## src/sv/ttam_pkg.sv

```systemverilog
// Shared widths, limits and register indexes of the texture tile address mapper.
package ttam_pkg;

  localparam int IDX_W      = 28;
  localparam int DATA_W     = 32;
  localparam int CNT_W      = 12;
  localparam int DIM_W      = 13;
  localparam int STRIDE_W   = 16;
  localparam int EB_W       = 3;
  localparam int CFG_IDX_W  = 3;
  localparam int CFG_DATA_W = 16;
  localparam int OUT_TDATA_W = 2 * IDX_W + DATA_W;

  localparam int MAX_DIM = 4096;
  localparam int TILE_W  = 4;
  localparam int TILE_H  = 4;

  localparam int XTILE_W   = DIM_W - 2;
  localparam int TILEROW_W = XTILE_W + 4;

  typedef enum logic [CFG_IDX_W-1:0] {
    CFG_DIRECTION    = 3'd0,
    CFG_IMAGE_WIDTH  = 3'd1,
    CFG_IMAGE_HEIGHT = 3'd2,
    CFG_STRIDE_BYTES = 3'd3,
    CFG_ELEMENT_SIZE = 3'd4
  } cfg_reg_t;

  typedef enum logic [EB_W-1:0] {
    EB_ONE  = 3'd1,
    EB_TWO  = 3'd2,
    EB_FOUR = 3'd4
  } elem_size_t;

  localparam logic DIR_LIN_TO_TILE = 1'b0;

endpackage

```

## src/sv/texture_tile_address_mapper_top.sv

```systemverilog
// Linear / 4x4-tiled texture copy address generator, top level.
// Output: a request accepted at a clock edge is registered and shows on out_tvalid in the cycle after it.
// Throughput: one request per cycle while out_tready is high; the single output register refills as it drains.
// Critical path: a 12x16 multiply and add from the row/column counters to the result register.
// Reset (rst_n low, synchronous): counters to 0, output empty, registers to their defaults.
module texture_tile_address_mapper_top (
  input  logic                                  clk,
  input  logic                                  rst_n,
  input  logic                                  cfg_we,
  input  logic [ttam_pkg::CFG_IDX_W-1:0]        cfg_index,
  input  logic [ttam_pkg::CFG_DATA_W-1:0]       cfg_wdata,
  input  logic                                  in_tvalid,
  output logic                                  in_tready,
  input  logic [ttam_pkg::DATA_W-1:0]           in_tdata,   // element_data
  output logic                                  out_tvalid,
  input  logic                                  out_tready,
  output logic [ttam_pkg::OUT_TDATA_W-1:0]      out_tdata,  // source_index, dest_index, out_data
  output logic                                  out_tlast,  // is_last
  output logic                                  out_tuser   // unsupported
);
  import ttam_pkg::*;

  logic                  direction_r;
  logic [DIM_W-1:0]      width_cfg_r;
  logic [DIM_W-1:0]      height_cfg_r;
  logic [STRIDE_W-1:0]   stride_bytes_r;
  logic [EB_W-1:0]       elem_bytes_r;

  logic [CNT_W-1:0]      col_r, col_nxt;
  logic [CNT_W-1:0]      row_r, row_nxt;

  logic                  out_valid_r, out_valid_nxt;
  logic [IDX_W-1:0]      src_r, src_nxt;
  logic [IDX_W-1:0]      dst_r, dst_nxt;
  logic [DATA_W-1:0]     data_r;
  logic                  last_r, last_nxt;
  logic                  unsup_r, unsup_nxt;

  logic                  accept;
  logic [DIM_W-1:0]      w_eff, h_eff;
  logic                  col_end, row_end;
  logic [STRIDE_W-1:0]   stride_elems;
  logic [XTILE_W-1:0]    xtiles;
  logic [TILEROW_W-1:0]  tile_row;
  logic [IDX_W-1:0]      lin_idx, til_idx;

  // Clamp dimensions to 1..MAX_DIM.
  always_comb begin
    if (width_cfg_r == '0) begin
      w_eff = DIM_W'(1);
    end else if (width_cfg_r > DIM_W'(MAX_DIM)) begin
      w_eff = DIM_W'(MAX_DIM);
    end else begin
      w_eff = width_cfg_r;
    end
    if (height_cfg_r == '0) begin
      h_eff = DIM_W'(1);
    end else if (height_cfg_r > DIM_W'(MAX_DIM)) begin
      h_eff = DIM_W'(MAX_DIM);
    end else begin
      h_eff = height_cfg_r;
    end
  end

  assign col_end = ({1'b0, col_r} + DIM_W'(1)) >= w_eff;
  assign row_end = ({1'b0, row_r} + DIM_W'(1)) >= h_eff;

  always_comb begin
    unsup_nxt    = 1'b0;
    stride_elems = stride_bytes_r;
    case (elem_bytes_r)
      EB_FOUR: stride_elems = stride_bytes_r >> 2;
      EB_TWO:  stride_elems = stride_bytes_r >> 1;
      EB_ONE:  stride_elems = stride_bytes_r;
      default: unsup_nxt    = 1'b1;
    endcase
  end

  assign xtiles   = XTILE_W'((w_eff + DIM_W'(TILE_W - 1)) / TILE_W);
  assign tile_row = TILEROW_W'(xtiles) * TILEROW_W'(TILE_W * TILE_H);

  assign lin_idx = IDX_W'(row_r) * IDX_W'(stride_elems) + IDX_W'(col_r);
  assign til_idx = IDX_W'(row_r / TILE_H) * IDX_W'(tile_row)
                 + IDX_W'((row_r % TILE_H) * TILE_W)
                 + IDX_W'((col_r / TILE_W) * (TILE_W * TILE_H))
                 + IDX_W'(col_r % TILE_W);

  assign in_tready = !out_valid_r || out_tready;
  assign accept    = in_tvalid && in_tready;

  always_comb begin
    if (unsup_nxt) begin
      src_nxt = '0;
      dst_nxt = '0;
    end else if (direction_r == DIR_LIN_TO_TILE) begin
      src_nxt = lin_idx;
      dst_nxt = til_idx;
    end else begin
      src_nxt = til_idx;
      dst_nxt = lin_idx;
    end
    last_nxt = col_end && row_end;

    // Advance raster position; a counter past a shrunk dimension wraps.
    col_nxt = col_r;
    row_nxt = row_r;
    if (accept) begin
      if (col_end) begin
        col_nxt = '0;
        row_nxt = row_end ? '0 : row_r + CNT_W'(1);
      end else begin
        col_nxt = col_r + CNT_W'(1);
      end
    end

    if (accept) begin
      out_valid_nxt = 1'b1;
    end else if (out_tready) begin
      out_valid_nxt = 1'b0;
    end else begin
      out_valid_nxt = out_valid_r;
    end
  end

  always_ff @(posedge clk) begin
    if (!rst_n) begin
      direction_r    <= DIR_LIN_TO_TILE;
      width_cfg_r    <= DIM_W'(1);
      height_cfg_r   <= DIM_W'(1);
      stride_bytes_r <= '0;
      elem_bytes_r   <= EB_FOUR;
      col_r          <= '0;
      row_r          <= '0;
      out_valid_r    <= 1'b0;
    end else begin
      col_r       <= col_nxt;
      row_r       <= row_nxt;
      out_valid_r <= out_valid_nxt;
      if (cfg_we) begin
        case (cfg_index)
          CFG_DIRECTION:    direction_r    <= cfg_wdata[0];
          CFG_IMAGE_WIDTH:  width_cfg_r    <= cfg_wdata[DIM_W-1:0];
          CFG_IMAGE_HEIGHT: height_cfg_r   <= cfg_wdata[DIM_W-1:0];
          CFG_STRIDE_BYTES: stride_bytes_r <= cfg_wdata[STRIDE_W-1:0];
          CFG_ELEMENT_SIZE: elem_bytes_r   <= cfg_wdata[EB_W-1:0];
          default: ;
        endcase
      end
    end
  end

  // Payload: load on each accepted request.
  always_ff @(posedge clk) begin
    if (accept) begin
      src_r   <= src_nxt;
      dst_r   <= dst_nxt;
      data_r  <= in_tdata;
      last_r  <= last_nxt;
      unsup_r <= unsup_nxt;
    end
  end

  assign out_tvalid = out_valid_r;
  assign out_tdata  = {data_r, dst_r, src_r};
  assign out_tlast  = last_r;
  assign out_tuser  = unsup_r;

endmodule

```

## config.mk

```make
export PLATFORM = sky130hd
export DESIGN_NAME = texture_tile_address_mapper_top
export DESIGN_NICKNAME = d
export VERILOG_FILES = /design/src/sv/ttam_pkg.sv /design/src/sv/texture_tile_address_mapper_top.sv
export SDC_FILE = /design/constraint.sdc
export NUM_CORES = 1
export LEC_CHECK = 0
export BUFFER_PORTS_ARGS = -buffer_cell sky130_fd_sc_hd__buf_2
export CORE_MARGIN = 2
export CORE_UTILIZATION = 57
export CTS_CLUSTER_SIZE = 20
export DETAILED_ROUTE_END_ITERATION = 7
export GPL_TIMING_DRIVEN = 0
export PLACE_DENSITY = 0.79
export SLEW_MARGIN = 20
export SYNTH_ARGS = -nofsm -noshare
export SYNTH_HDL_FRONTEND = slang
export SYNTH_SLANG_ARGS = --single-unit
```

## constraint.sdc

```tcl
create_clock -name clk -period 7.6 [get_ports clk]
set_clock_uncertainty 0.05 [all_clocks]
set_input_delay 0.38 -clock clk [delete_from_list [all_inputs] [get_ports clk]]
set_output_delay 0.38 -clock clk [all_outputs]
set_load 0.05 [all_outputs]
```

==> results by group <==
Global routing
  – Largest net degree at the start of global routing: 90
  – Number of global-route vias before repair: 15.6k
  – Antenna violations before repair: 0
  – Total congestion overflow: 0
  – Wire length of the first global-routing pass: 81,200 um
  – Overall routing resource usage: 30.6%

Clock network
  – Skew-Pair Late Insertion Delay: 0.44 ns
  – TritonCTS clock tree: yes
  – CTS Sinks: 161
  – Number of hold buffers added after CTS: 0
  – Buffers from clock root to sink, at most: 2
  – CTS Buf Count: 17
  – Clock Pin Slew Worst Setup and Hold Paths: 0.07 ns
  – Buffer type at the clock tree root: sky130_fd_sc_hd__clkbuf_16
  – Number of levels in the clock H-tree: 4

Pwr
  – Power density cells: 102 nW/um^2
  – Worst-case vdd ir drop: 0.166 mV
  – Leakage dissipation: 9.94 nW

Worst hold path
  – Worst min-delay path category: in2reg
  – Number of instances on the worst hold path: 1

Die
  – Chip Width: 185 um
  – FP Rows: 66
  – Starting density of the core: 57.7%
  – Top Ports: 148
  – Area of the die: 34,300 sq um
  – Core Area: 32,500 sq um
  – Die height: 185 um

Drt
  – Met2 wirelength from detailed routing: 24,100 um
  – Total wirelength of the detailed-routed design: 51,900 um
  – Post-DR vias/cell: 5.75
  – Drt drc: 0
  – Total vias in the final route: 15.8k
  – Max layer used: met4
  – Detailed-routing iteration count for the pre-antenna-repair pass: 7
  – DRC marker count from the first detailed-route iteration: 1,185
  – Antenna Nets Post-Route: 0
  – Sum of routed wire segments on met1: 20,900 um
  – Wire per inst: 18.9 um
  – Total length of routed met3 wires: 4780 um

Layout
  – Layout-stage area growth over the synthesis result: 14.2%
  – Diode count: 0
  – Total area of sequential cells: 4130 sq um
  – Total number of nets in the final design: 2,738
  – Highest-count cells in the layout ignoring fill and taps: 382 x sky130_fd_sc_hd__nand2_1, 259 x sky130_fd_sc_hd__inv_1, 222 x sky130_fd_sc_hd__fa_1
  – Area used by multi-input combinational logic: 13,700 sq um
  – Ratio of cells with drive above 1 in the final layout: 13.8%
  – Most common cell after layout, fill and taps aside: sky130_fd_sc_hd__nand2_1
  – Fill cell instance count of the final layout: 2,627

Logic synthesis
  – Fraction of registers with async set or reset after synthesis: 0%
  – Syn Nets: 2,545
  – Sequential share of the synthesized area: 22.0%
  – Seq cells post-synth: 161
  – Synth Warn #: 0
  – Flip-flop cell with the highest count after synthesis: sky130_fd_sc_hd__edfxtp_1
  – Number of synthesized flops with an enable pin: 90
  – Mapped Avg Cell Area: 8.94 sq um
  – Post-Synthesis Cells: 2,096
  – Unique cell type count in the Yosys netlist: 78
  – Cell area after technology mapping: 18,700 sq um

Timing
  – Min Tclk post-route: 7.43 ns
  – Fmax: 135 MHz
  – Number of endpoints failing setup at the final stage: 0
  – Final period utilization: 97.8%
  – Setup Total Neg Slack: 0 ns
  – Worst slew margin relative to its limit: 45.7%
  – Worst Max-Slew Pin Slew: 0.815 ns
  – Max-slew violations: 0
  – Worst hold margin: 0.0565 ns
  – Final hold violation count: 0

Worst setup path
  – Cell seen most often among critical-path stages: sky130_fd_sc_hd__fa_1
  – Start-to-end type of the worst setup path: reg2reg
  – Kind of start point of the critical path: flip-flop
  – Capturing element type of the critical path: flip-flop
  – FF-to-FF setup slack: 0.17 ns
  – Worst Path Required: 7.84 ns
  – Crit path arrival time: 7.67 ns
  – Largest driver fanout on the critical path: 10
  – Crit path max-delay cell type: sky130_fd_sc_hd__fa_1
  – Worst Reg2Reg Path Length in Cells: 24
  – Critical Path Max Stage Delay: 0.58 ns
  – Worst-path cell chain: clkinvlp_4 > nand2_2 > clkbuf_2 > o22a_1 > o22ai_1 > a21oi_1 > clkbuf_4 > nand2_1 > fa_1 > inv_1 > fa_1 > fa_1 > inv_1 > fa_1 > fa_1 > inv_1 > ha_1 > nand4_1 > a2111oi_4 > nor2_1 > o311a_1 > nor3_1 > xor2_1 > a32o_1

Placement
  – Quantity of I/O buffers inserted on ports: 147
  – HPWL after detailed placement: 41,300 um
  – GP Congestion: 0.964

Flow run
  – Max-cap violations: 0

Status
  – Status: finished, final reports clean
-- layout make-up --
class | instances | area share, %
clock buffers | 17 | 1.99
multi-input cells | 1566 | 64.2
plain buffers | 102 | 2.05
inverters | 265 | 4.69
flip-flops and latches | 161 | 19.3
well taps | 442 | 2.59
clock inverters | 14 | 0.620
repair buffers | 176 | 4.59
-- power breakdown --
group / leakage [nW] / total, mW / switching (mW) / internal (mW)
logic: 8.21 / 0.377 / 0.274 / 0.104
clock network: 0.265 / 0.824 / 0.371 / 0.453
registers: 1.47 / 0.981 / 0.0219 / 0.959
total: 9.94 / 2.18 / 0.667 / 1.52
-- registers in the layout, indices dropped and copies added (netlist names) --
name / flops
width_cfg_r: 13
col_r: 12
direction_r: 1
elem_bytes_r: 3
dst_r: 28
height_cfg_r: 13
out_tlast: 1
src_r: 28
data_r: 32
out_tuser: 1
out_tvalid: 1
stride_bytes_r: 16
row_r: 12
-- cells in the mapped netlist, types with 7 or more instances --
cell type                  count  area, sq um
sky130_fd_sc_hd__xor2_1       37          324
sky130_fd_sc_hd__a211oi_1     15          113
sky130_fd_sc_hd__o22ai_1      36          225
sky130_fd_sc_hd__nor2b_1      14         87.6
sky130_fd_sc_hd__and2_1      106          663
sky130_fd_sc_hd__ha_1        171         2140
sky130_fd_sc_hd__nor2_1       93          349
sky130_fd_sc_hd__o31ai_1       7         52.6
sky130_fd_sc_hd__a21boi_0     49          368
sky130_fd_sc_hd__nand4_1       9         56.3
sky130_fd_sc_hd__nor4_1        9         56.3
sky130_fd_sc_hd__mux2i_1      23          230
sky130_fd_sc_hd__nand3_1      33          165
sky130_fd_sc_hd__inv_1       260          976
sky130_fd_sc_hd__o21ai_0      29          145
sky130_fd_sc_hd__o22a_1       13          114
sky130_fd_sc_hd__a21oi_1      72          360
sky130_fd_sc_hd__nand2_1     384         1440
sky130_fd_sc_hd__a31oi_1       9         56.3
sky130_fd_sc_hd__a21o_1       26          195
sky130_fd_sc_hd__clkbuf_1     92          345
sky130_fd_sc_hd__nor3_1       35          175
sky130_fd_sc_hd__and3_1       16          100
sky130_fd_sc_hd__fa_1        222         4440
sky130_fd_sc_hd__xnor2_1      49          429
sky130_fd_sc_hd__edfxtp_1     90         2700
sky130_fd_sc_hd__nand2b_1      9         56.3
sky130_fd_sc_hd__o211a_1       7         70.1
sky130_fd_sc_hd__and4_1        7         61.3
sky130_fd_sc_hd__dfxtp_1      71         1420
sky130_fd_sc_hd__o21a_1       16          120
-- kinds of logic (layout without fill, tap and decap cells) --
group	Yosys count	count (layout)	synth area share [%]
mux	23	23	1.23
xor+xnor	86	86	4.02
buf+inv	369	574	7.54
compound gates	323	323	11.7
flops	161	161	22.0
fa+ha+maj	393	393	35.1
simple gates	741	741	18.3
-- repair_timing --
item / 4_1_cts / 5_1_grt
gates resized for setup: 49 / 80
buffers inserted: 10 / 18
pin swaps: 9 / 22
endpoints found under the setup margin: 29 / 28
-- layer usage --
metal	GRT usage [%]	vias to the layer above
li1	-	7290
met1	40.0	7532
met2	50.3	814
met3	5.54	138
met4	11.9	0
met5	0	-
-- per-stage QoR --
stage | worst slack (ns) | instances | util (%) | instance area (sq um) | total power, mW
floorplan | 0.407 | 2096 | - | 18700 | 1.25
global placement | -0.915 | 2685 | 61.7 | 20000 | 1.35
detailed placement | -1.06 | 2686 | 61.8 | 20100 | 1.36
CTS | -0.00854 | 2727 | 64.5 | 20900 | 2.18
global route | -0.0516 | 2743 | 65.9 | 21400 | 2.25
finish | 0.171 | 2743 | 65.9 | 21400 | 2.18
-- critical path, delay by kind of cell, from the launching register on --
family / cells / cell delay, ns
flops: 1 / 0.44
fa+ha+maj: 6 / 2.96
buf+inv: 6 / 0.92
xor+xnor: 1 / 0.38
compound gates: 6 / 1.59
simple gates: 5 / 0.92
-- worst paths after layout --
path,end,start
hold reg to reg,height_cfg_r[0],height_cfg_r[0]
setup / recovery,dst_r[25],elem_bytes_r[0]
setup reg to reg,dst_r[25],elem_bytes_r[0]
hold / removal,data_r[11],in_tdata[11]
(Power assumes the default switching activity.)
